### src/psbm_pkg.sv
// Shared constants, types and helpers for the patch SSD best-match block.
`default_nettype none

package psbm_pkg;

    // Configuration of the datapath
    localparam int SAMPLE_BITS   = 16;
    localparam int MAX_IMAGE_DIM = 4096;

    // Fixed field widths
    localparam int COORD_W  = 12;
    localparam int SAMPLE_W = 16;
    localparam int DIST_W   = 48;
    localparam int SQ_W     = 2 * SAMPLE_W;

    // Sample bits kept from the 16-bit port
    localparam int SAMPLE_KEEP = (SAMPLE_BITS < SAMPLE_W) ? SAMPLE_BITS : SAMPLE_W;
    localparam logic [SAMPLE_W-1:0] SAMPLE_MASK =
        SAMPLE_W'((64'd1 << SAMPLE_KEEP) - 64'd1);

    localparam logic [DIST_W-1:0] DIST_MAX = '1;
    localparam logic [31:0] COORD_LIM = 32'(MAX_IMAGE_DIM - 1);

    // Request type codes
    typedef enum logic {
        REQ_LOAD   = 1'b0,
        REQ_SAMPLE = 1'b1
    } t_req_type;

    // Payload held between the input stage and the scoring stage
    typedef struct packed {
        logic                is_load;
        logic [COORD_W-1:0]  load_x;
        logic [COORD_W-1:0]  load_y;
        logic [DIST_W-1:0]   load_dist;
        logic [SQ_W-1:0]     sq;
        logic [COORD_W-1:0]  cand_x;
        logic [COORD_W-1:0]  cand_y;
        logic                column_end;
        logic                patch_end;
    } t_stage;

    // Clamp a coordinate to the image size
    function automatic logic [COORD_W-1:0] clamp_coord(input logic [COORD_W-1:0] v);
        logic [31:0] wide;
        wide = 32'(v);
        if (wide > COORD_LIM) begin
            wide = COORD_LIM;
        end
        return wide[COORD_W-1:0];
    endfunction

endpackage

`default_nettype wire

### src/psbm_if.sv
// Request and result channel interfaces of the patch SSD best-match block.
`default_nettype none

interface psbm_req_if;
    logic                          valid;
    logic                          ready;
    logic                          req_type;
    logic [psbm_pkg::COORD_W-1:0]  load_x;
    logic [psbm_pkg::COORD_W-1:0]  load_y;
    logic [psbm_pkg::DIST_W-1:0]   load_dist;
    logic [psbm_pkg::SAMPLE_W-1:0] a_sample;
    logic [psbm_pkg::SAMPLE_W-1:0] b_sample;
    logic [psbm_pkg::COORD_W-1:0]  cand_x;
    logic [psbm_pkg::COORD_W-1:0]  cand_y;
    logic                          column_end;
    logic                          patch_end;

    modport source (
        output valid, req_type, load_x, load_y, load_dist, a_sample, b_sample,
               cand_x, cand_y, column_end, patch_end,
        input  ready
    );
    modport sink (
        input  valid, req_type, load_x, load_y, load_dist, a_sample, b_sample,
               cand_x, cand_y, column_end, patch_end,
        output ready
    );
endinterface

interface psbm_rsp_if;
    logic                         valid;
    logic                         ready;
    logic [psbm_pkg::COORD_W-1:0] best_x;
    logic [psbm_pkg::COORD_W-1:0] best_y;
    logic [psbm_pkg::DIST_W-1:0]  best_dist;
    logic                         improved;

    modport source (
        output valid, best_x, best_y, best_dist, improved,
        input  ready
    );
    modport sink (
        input  valid, best_x, best_y, best_dist, improved,
        output ready
    );
endinterface

`default_nettype wire

### src/patch_ssd_best_match.sv
// Top level: patch SSD scoring with column cutoff and best-match tracking.
// A patch-end request's result is registered in the result register when it leaves the input stage.
// Throughput: one request per cycle unless the scoring stage stalls; the square is registered in the input stage and
// the 48-bit add and compare run in the scoring stage, which holds a patch end while
// an earlier result still waits on the output.
// Reset (synchronous, active low): stages empty, best distance all ones, sum cleared.
`default_nettype none

module patch_ssd_best_match (
    input  wire             i_clk,
    input  wire             i_rst_n,
    psbm_req_if.sink        i_req,
    psbm_rsp_if.source      o_rsp
);

    localparam int COORD_W  = psbm_pkg::COORD_W;
    localparam int SAMPLE_W = psbm_pkg::SAMPLE_W;
    localparam int DIST_W   = psbm_pkg::DIST_W;
    localparam int SQ_W     = psbm_pkg::SQ_W;

    // Input stage register
    logic                r_s1_valid;
    psbm_pkg::t_stage    r_s1;
    psbm_pkg::t_stage    n_s1;

    // Best match and running state
    logic [COORD_W-1:0]  r_best_x, n_best_x;
    logic [COORD_W-1:0]  r_best_y, n_best_y;
    logic [DIST_W-1:0]   r_best_dist, n_best_dist;
    logic [DIST_W-1:0]   r_sum, n_sum;
    logic                r_cut, n_cut;

    // Result register
    logic                r_out_valid;
    logic [COORD_W-1:0]  r_out_x;
    logic [COORD_W-1:0]  r_out_y;
    logic [DIST_W-1:0]   r_out_dist;
    logic                r_out_improved;

    logic                adv2;
    logic                in_accept;
    logic [SAMPLE_W-1:0] a_m, b_m, diff;
    logic [DIST_W:0]     sum_add;
    logic [DIST_W-1:0]   sum_sat;
    logic                ge_best;
    logic                better;

    // Handshake: scoring stage moves unless a result would overwrite a held one
    assign adv2 = r_s1_valid && (!r_s1.patch_end || r_s1.is_load || !r_out_valid
                                 || o_rsp.ready);
    assign i_req.ready = !r_s1_valid || adv2;
    assign in_accept   = i_req.valid && i_req.ready;

    // Input stage: absolute difference and its square
    always_comb begin
        a_m  = i_req.a_sample & psbm_pkg::SAMPLE_MASK;
        b_m  = i_req.b_sample & psbm_pkg::SAMPLE_MASK;
        diff = (a_m >= b_m) ? (a_m - b_m) : (b_m - a_m);
        n_s1.is_load    = (i_req.req_type == psbm_pkg::REQ_LOAD);
        n_s1.load_x     = psbm_pkg::clamp_coord(i_req.load_x);
        n_s1.load_y     = psbm_pkg::clamp_coord(i_req.load_y);
        n_s1.load_dist  = i_req.load_dist;
        n_s1.sq         = SQ_W'(diff) * SQ_W'(diff);
        n_s1.cand_x     = psbm_pkg::clamp_coord(i_req.cand_x);
        n_s1.cand_y     = psbm_pkg::clamp_coord(i_req.cand_y);
        n_s1.column_end = i_req.column_end;
        n_s1.patch_end  = i_req.patch_end;
    end

    // Scoring stage: best-match load, or saturating accumulate, cutoff and best update
    always_comb begin
        sum_add     = {1'b0, r_sum} + (DIST_W+1)'(r_s1.sq);
        sum_sat     = r_cut ? r_sum
                    : (sum_add[DIST_W] ? psbm_pkg::DIST_MAX : sum_add[DIST_W-1:0]);
        ge_best     = (sum_sat >= r_best_dist);
        better      = !r_cut && !ge_best;
        n_best_x    = r_best_x;
        n_best_y    = r_best_y;
        n_best_dist = r_best_dist;
        n_sum       = sum_sat;
        n_cut       = r_cut || (r_s1.column_end && ge_best);
        if (r_s1.is_load) begin
            n_best_x    = r_s1.load_x;
            n_best_y    = r_s1.load_y;
            n_best_dist = r_s1.load_dist;
            n_sum       = '0;
            n_cut       = 1'b0;
        end else if (r_s1.patch_end) begin
            if (better) begin
                n_best_x    = r_s1.cand_x;
                n_best_y    = r_s1.cand_y;
                n_best_dist = sum_sat;
            end
            n_sum = '0;
            n_cut = 1'b0;
        end
    end

    // Control registers
    always_ff @(posedge i_clk) begin
        if (!i_rst_n) begin
            r_s1_valid  <= 1'b0;
            r_out_valid <= 1'b0;
            r_best_x    <= '0;
            r_best_y    <= '0;
            r_best_dist <= psbm_pkg::DIST_MAX;
            r_sum       <= '0;
            r_cut       <= 1'b0;
        end else begin
            if (in_accept) begin
                r_s1_valid <= 1'b1;
            end else if (adv2) begin
                r_s1_valid <= 1'b0;
            end
            if (adv2) begin
                r_best_x    <= n_best_x;
                r_best_y    <= n_best_y;
                r_best_dist <= n_best_dist;
                r_sum       <= n_sum;
                r_cut       <= n_cut;
            end
            if (adv2 && !r_s1.is_load && r_s1.patch_end) begin
                r_out_valid <= 1'b1;
            end else if (o_rsp.ready) begin
                r_out_valid <= 1'b0;
            end
        end
    end

    // Payload registers
    always_ff @(posedge i_clk) begin
        if (in_accept) begin
            r_s1 <= n_s1;
        end
        if (adv2 && !r_s1.is_load && r_s1.patch_end) begin
            r_out_x        <= n_best_x;
            r_out_y        <= n_best_y;
            r_out_dist     <= n_best_dist;
            r_out_improved <= better;
        end
    end

    assign o_rsp.valid     = r_out_valid;
    assign o_rsp.best_x    = r_out_x;
    assign o_rsp.best_y    = r_out_y;
    assign o_rsp.best_dist = r_out_dist;
    assign o_rsp.improved  = r_out_improved;

    // A cut-off candidate has reached the best distance
    a_cut_sum: assert property (@(posedge i_clk) disable iff (!i_rst_n)
        r_cut |-> (r_sum >= r_best_dist))
        else $error("cutoff set while sum below best distance");

    // Patch end leaves a clean accumulator
    a_patch_clear: assert property (@(posedge i_clk) disable iff (!i_rst_n)
        (adv2 && !r_s1.is_load && r_s1.patch_end) |=> (r_sum == '0 && !r_cut))
        else $error("accumulator not cleared after patch end");

    // Improved flag matches a change of the best distance
    a_improved: assert property (@(posedge i_clk) disable iff (!i_rst_n)
        (adv2 && !r_s1.is_load && r_s1.patch_end)
        |=> (o_rsp.improved == (r_best_dist < $past(r_best_dist))))
        else $error("improved flag disagrees with best distance");

    // A stalled input stage keeps its request
    a_s1_hold: assert property (@(posedge i_clk) disable iff (!i_rst_n)
        (r_s1_valid && !adv2) |=> (r_s1_valid && $stable(r_s1)))
        else $error("input stage request lost while stalled");

endmodule

`default_nettype wire
### src/flat_wrapper.sv
// flat-port wrapper written by rule: the top's interface ports become plain ports
module patch_ssd_best_match_flat 
  (i_clk, i_rst_n, i_req_valid, i_req_req_type, i_req_load_x, i_req_load_y, i_req_load_dist, i_req_a_sample, i_req_b_sample, i_req_cand_x, i_req_cand_y, i_req_column_end, i_req_patch_end, i_req_ready, o_rsp_valid, o_rsp_best_x, o_rsp_best_y, o_rsp_best_dist, o_rsp_improved, o_rsp_ready);
  psbm_req_if i_req_i ();
  psbm_rsp_if o_rsp_i ();
  input  wire i_clk;
  input  wire i_rst_n;
  input wire logic [$bits(i_req_i.valid)-1:0] i_req_valid;
  input wire logic [$bits(i_req_i.req_type)-1:0] i_req_req_type;
  input wire logic [$bits(i_req_i.load_x)-1:0] i_req_load_x;
  input wire logic [$bits(i_req_i.load_y)-1:0] i_req_load_y;
  input wire logic [$bits(i_req_i.load_dist)-1:0] i_req_load_dist;
  input wire logic [$bits(i_req_i.a_sample)-1:0] i_req_a_sample;
  input wire logic [$bits(i_req_i.b_sample)-1:0] i_req_b_sample;
  input wire logic [$bits(i_req_i.cand_x)-1:0] i_req_cand_x;
  input wire logic [$bits(i_req_i.cand_y)-1:0] i_req_cand_y;
  input wire logic [$bits(i_req_i.column_end)-1:0] i_req_column_end;
  input wire logic [$bits(i_req_i.patch_end)-1:0] i_req_patch_end;
  output wire logic [$bits(i_req_i.ready)-1:0] i_req_ready;
  output wire logic [$bits(o_rsp_i.valid)-1:0] o_rsp_valid;
  output wire logic [$bits(o_rsp_i.best_x)-1:0] o_rsp_best_x;
  output wire logic [$bits(o_rsp_i.best_y)-1:0] o_rsp_best_y;
  output wire logic [$bits(o_rsp_i.best_dist)-1:0] o_rsp_best_dist;
  output wire logic [$bits(o_rsp_i.improved)-1:0] o_rsp_improved;
  input wire logic [$bits(o_rsp_i.ready)-1:0] o_rsp_ready;
  assign i_req_i.valid = i_req_valid;
  assign i_req_i.req_type = i_req_req_type;
  assign i_req_i.load_x = i_req_load_x;
  assign i_req_i.load_y = i_req_load_y;
  assign i_req_i.load_dist = i_req_load_dist;
  assign i_req_i.a_sample = i_req_a_sample;
  assign i_req_i.b_sample = i_req_b_sample;
  assign i_req_i.cand_x = i_req_cand_x;
  assign i_req_i.cand_y = i_req_cand_y;
  assign i_req_i.column_end = i_req_column_end;
  assign i_req_i.patch_end = i_req_patch_end;
  assign i_req_ready = i_req_i.ready;
  assign o_rsp_valid = o_rsp_i.valid;
  assign o_rsp_best_x = o_rsp_i.best_x;
  assign o_rsp_best_y = o_rsp_i.best_y;
  assign o_rsp_best_dist = o_rsp_i.best_dist;
  assign o_rsp_improved = o_rsp_i.improved;
  assign o_rsp_i.ready = o_rsp_ready;
  patch_ssd_best_match u_core (.i_clk(i_clk), .i_rst_n(i_rst_n), .i_req(i_req_i), .o_rsp(o_rsp_i));
endmodule
### config.mk
export PLATFORM = sky130hd
export DESIGN_NAME = patch_ssd_best_match_flat
export DESIGN_NICKNAME = d
export VERILOG_FILES = /design/src/psbm_pkg.sv /design/src/psbm_if.sv /design/src/patch_ssd_best_match.sv /design/src/flat_wrapper.sv
export SDC_FILE = /design/constraint.sdc
export NUM_CORES = 1
export LEC_CHECK = 0
export BUFFER_PORTS_ARGS = -buffer_cell sky130_fd_sc_hd__clkbuf_2
export CAP_MARGIN = 20
export CORE_ASPECT_RATIO = 0.7
export CORE_MARGIN = 2
export CORE_UTILIZATION = 56
export CTS_CLUSTER_SIZE = 16
export DETAILED_ROUTE_END_ITERATION = 7
export PLACE_DENSITY = 0.89
export SLEW_MARGIN = 20
export SYNTH_ARGS = -nofsm -noshare
export SYNTH_HDL_FRONTEND = slang
export SYNTH_SLANG_ARGS = --single-unit
### constraint.sdc
create_clock -name i_clk -period 10.7 [get_ports i_clk]
set_clock_uncertainty 0.15 [all_clocks]
set_input_delay 3.21 -clock i_clk [delete_from_list [all_inputs] [get_ports i_clk]]
set_output_delay 3.21 -clock i_clk [all_outputs]
set_load 0.005 [all_outputs]
Word-level counts from Yosys, hierarchy flattened:

Cells that the tools add are included.

* magnitude comparators: 2
* multiplexer cells: 20
* multiply operators: 1
* reduce and logical (&&, ||, !) cells: 19
* $add $sub $neg: 3
* bitwise logic cells: 1

Operators with widths (number)
* two-way mux 48 bit: 7
* two-way mux 12 bit: 6
* adder 48 x 32 -> 49 bit: 1
* >= comparator 48 bit: 1
* multiplier 16 x 16 -> 32 bit: 1
* subtractor 16 bit: 2
* >= comparator 16 bit: 1
* two-way mux 16 bit: 1
* logical AND 1 bit: 6
* zero test 1 bit: 6
* two-way mux 1 bit: 6
* logical OR 1 bit: 5
* nonzero test 2 bit: 2
* NOT 1 bit: 1

* word-level logic and storage cells: 66
* output and inout bits: 75
* flip-flop bits (word level): 327
* input bits: 135

Logic depth before layout (Yosys ltp):

* depth after elaboration: 9
* depth in mapped cells: 36
* mapped depth without buffers: 34

Worst setup path before layout:

No wires, ideal clock.

* path kind: input -> register
* from: input port i_req_b_sample[2]
* to: register u_core.r_s1[56] (netlist bit), data pin
* library setup time: 260 ps
* data arrival time: 11118 ps
* data required time: 10290 ps
* stages: 32
* setup slack: -828 ps
* path buffers: 2
* cell sequence: inv_1 -> ha_1 -> buf_6 -> nor2b_4 -> a311o_1 -> a211oi_2 -> nor2_4 -> mux2i_1 -> o22a_1 -> xor2_1 -> inv_1 -> buf_2 -> nand2_1 -> fa_1 -> fa_1 -> inv_1 -> fa_1 -> fa_1 -> fa_1 -> inv_1 -> fa_1 -> inv_1 -> ha_1 -> and3_1 -> a22o_1 -> or3_1 -> a31o_2 -> a21oi_1 -> nor3_1 -> o41ai_1 -> mux2i_1 -> nand2_1

RTL lines
* start: declaration: RTL line flat_wrapper.sv:14 `input wire logic [$bits(i_req_i.b_sample)-1:0] i_req_b_sample;`
* end signal: assignment: RTL line patch_ssd_best_match.sv:133 `r_s1 <= n_s1;`
* end: declaration: RTL line patch_ssd_best_match.sv:23 `psbm_pkg::t_stage r_s1;`

==> results.yml <==
status:
  outcome: "finished, violations left"
  violations: "negative setup slack"
floorplan:
  die_h_um: 180
  row_count: 64
  start_util_pct: 56.9
  ioPinCount: 210
  die_area_um2: 46200
  die_w_um: 256
  core-area_um2: 43800
clocking:
  clkTransAtPathRegs_ns: 0.07
  clock_latency_ns: 0.60
  cts_max_path_buffers: 3
  cts-hold-fix-buffers: 0
  clock-root-buffer: "clkbuf_16"
  htreeDepth: 1
  cts_sinks: 326
  cts_tree: "yes"
  cts_buffers: 28
critical_path:
  cp.required_ns: 10.86
  critPathLaunchType: "primary input"
  ff2ff_path_depth: 20
  crit_fanout: 7
  critPathMaxStageDelay_ns: 0.57
  critPathSlowestCell: "fa_1"
  cp.arrival_ns: 10.95
  crit_type: "primary input to flip-flop"
  reg2reg_slack_ns: 2.35
  path_delay_family: "adder cells"
  critical_path_buf_inv_count: 10
  cp.depth: 35
  reg2reg_to: "u_core.o_rsp.best_dist[8]"
  r2r_start: "u_core.r_s1[41]"
  crit_top_cell: "fa_1"
  end_kind: "flip-flop"
timing:
  finalSetupViolations: 3
  period_needed_ns: 10.79
  slew_headroom_pct: 34.1
  worstMarginPinSlew_ns: 0.989
  holdWs_ns: 0.341
  fin_ws_ns: -0.0906
  slew_violations: 0
  clock.fmax_ghz: 0.0927
  rsz0062_at_grt: "true"
  period_share_pct: 101
  hold_viol: 0
logic_synthesis:
  synthCells: 2650
  synth_nets: 3162
  synth_top_area_share_pct: 24.5
  yosys_warnings: 0
  synthTopCellsByArea: "edfxtp_1 (24%), fa_1 (13%), ha_1 (11%), dfxtp_1 (9.9%), inv_1 (5.0%)"
  ys_seq_area_share_pct: 34.4
  synth_edf_count: 203
  yosysUniqueCellTypes: 93
  avgSynthCellArea_um2: 9.40
  ys_seq_elements: 326
  synth_area_leader_cell: "edfxtp_1"
  async_flop_share_pct: 0
  synthFlopType: "edfxtp_1"
  netlist_area_um2: 24900
final_layout:
  syn_to_final_growth_pct: 20.3
  fin_util_pct: 68.5
  drive_above_1_share_pct: 22.5
  nets: 3549
  fillers: 3258
drt:
  avgRoutedWirePerCell_um: 20.8
  avgViaCountPerCell: 6.10
  final_antenna_net_count: 0
  first_pass_iters: 6
  drc_errors: 0
  drt-initial-drc-count: 3367
  wl_um: 76100
  num_vias: 22300
global_route:
  grt_pass1_wl_um: 118000
  first_global_vias: 21500
  track_usage_pct: 32.0
  antenna_found_initial: 5
  grt_overflow: 0
  grt_max_degree: 84
flow_run:
  maxCapViolCount: 0
hold_path:
  worstHoldEndpoint: "u_core.r_best_dist[11]"
  whs_path_depth: 2
  min_path_type: "flip-flop to flip-flop"
  min_from: "u_core.r_best_dist[11]"
place:
  gp_congestion: 1.01
  io_buffers: 209
  dp_hpwl_um: 57300
[cell type report]
class | instances | area, um^2 | area share [%]
diodes | 2 | 5.00 | 0.0167
repair buffers | 484 | 3180 | 10.6
inverters | 338 | 1280 | 4.26
flip-flops and latches | 326 | 8560 | 28.5
clock buffers | 39 | 793 | 2.65
clock inverters | 12 | 150 | 0.501
well taps | 594 | 743 | 2.48
multi-input cells | 1859 | 15300 | 50.9
[cells in the mapped netlist, types with 10 or more instances]
cell type,count
dfxtp_1,123
nand2_1,312
buf_2,27
nand2b_1,14
nor2b_1,15
o21a_1,11
o2111ai_1,11
nor2_1,217
mux2i_1,15
xnor2_1,50
a31oi_1,37
o22ai_1,28
edfxtp_1,203
a31o_2,10
and2_1,25
a22oi_1,27
xor2_1,33
o21ai_0,133
inv_1,334
nor3_1,32
a221o_1,31
clkbuf_1,93
ha_1,211
nand4_1,26
a21o_1,34
a211oi_1,23
a21oi_1,176
fa_1,166
o211ai_1,15
nand3_1,27
a2bb2oi_2,10
[layout by cell type (no fill, tap or decap), drive strengths merged, types with 27 or more instances in the layout]
cell	count
fa	166
nand2	312
o21ai	141
inv	338
xnor2	50
dfxtp	123
a31oi	38
clkbuf	247
a22oi	27
a21oi	177
nand3	27
xor2	35
a221o	31
nor3	33
a21o	34
edfxtp	203
o22ai	29
ha	211
nor2	220
buf	276
[cells by family (layout without fill, tap and decap cells)]
logic type / count (synthesis) / in the layout / synth area share, %
and+or+nand+nor: 705 / 706 / 12.3
muxes: 24 / 24 / 1.03
buffers and inverters: 466 / 873 / 7.26
AOI/OAI and AO/OA: 667 / 667 / 18.1
adders and majority gates: 377 / 377 / 23.9
xor gates and xnor gates: 85 / 85 / 3.05
other: 0 / 2 / 0
DFF: 326 / 326 / 34.4
[timing repair]
action / CTS / global route
setup buffers: 4 / 7
cloned: 1 / 0
gates resized for setup: 22 / 81
endpoints found under the setup margin: 8 / 12
pin swaps: 13 / 53
[tightest hold or removal path: stages (launching register included)]
cell and delay (ns):
dfxtp_1 0.33, nand2_1 0.05, o311ai_1 0.07
[metrics by stage]
step	setup slack [ns]	instance area, um^2	std cells	setup TNS (ns)
3_3_place_gp	-0.601	28500	3589	-5.49
3_5_place_dp	-0.695	28500	3589	-7.71
4_1_cts	0.000943	29600	3645	0
6_report	-0.0906	30000	3654	-0.176
5_1_grt	-0.299	30000	3653	-1.74
2_1_floorplan	-0.0431	25200	2650	-0.0431
[state kept, by name (all words and copies together) (netlist names)]
signal and count:
u_core.o_rsp.best_y 12, u_core.r_s1 130, u_core.r_s1_valid 1, u_core.o_rsp.valid 1, u_core.r_best_y 12, u_core.r_best_dist 48
u_core.r_cut 1, u_core.o_rsp.best_dist 48, u_core.r_sum 48, u_core.o_rsp.improved 1, u_core.r_best_x 12, u_core.o_rsp.best_x 12
[worst max path at each step]
stage	start	to
global placement	i_req_a_sample[0]	u_core.r_s1[56]
CTS	i_req_a_sample[0]	u_core.r_s1[57]
finish	i_req_a_sample[0]	u_core.r_s1[57]
detailed placement	i_req_b_sample[13]	u_core.r_s1[57]
global route	i_req_a_sample[0]	u_core.r_s1[56]
floorplan	i_req_a_sample[2]	u_core.r_s1[56]
[metal layers]
metal	track usage, %	wire length (um)	vias up
li1	-	-	9981
met1	48.6	32400	10700
met2	47.0	32600	1416
met3	7.23	9550	149
met4	5.82	1500	6
met5	0	31	-
Power is not shown: default switching activity piles up to over one toggle a cycle in this logic, so the estimate is an artifact.
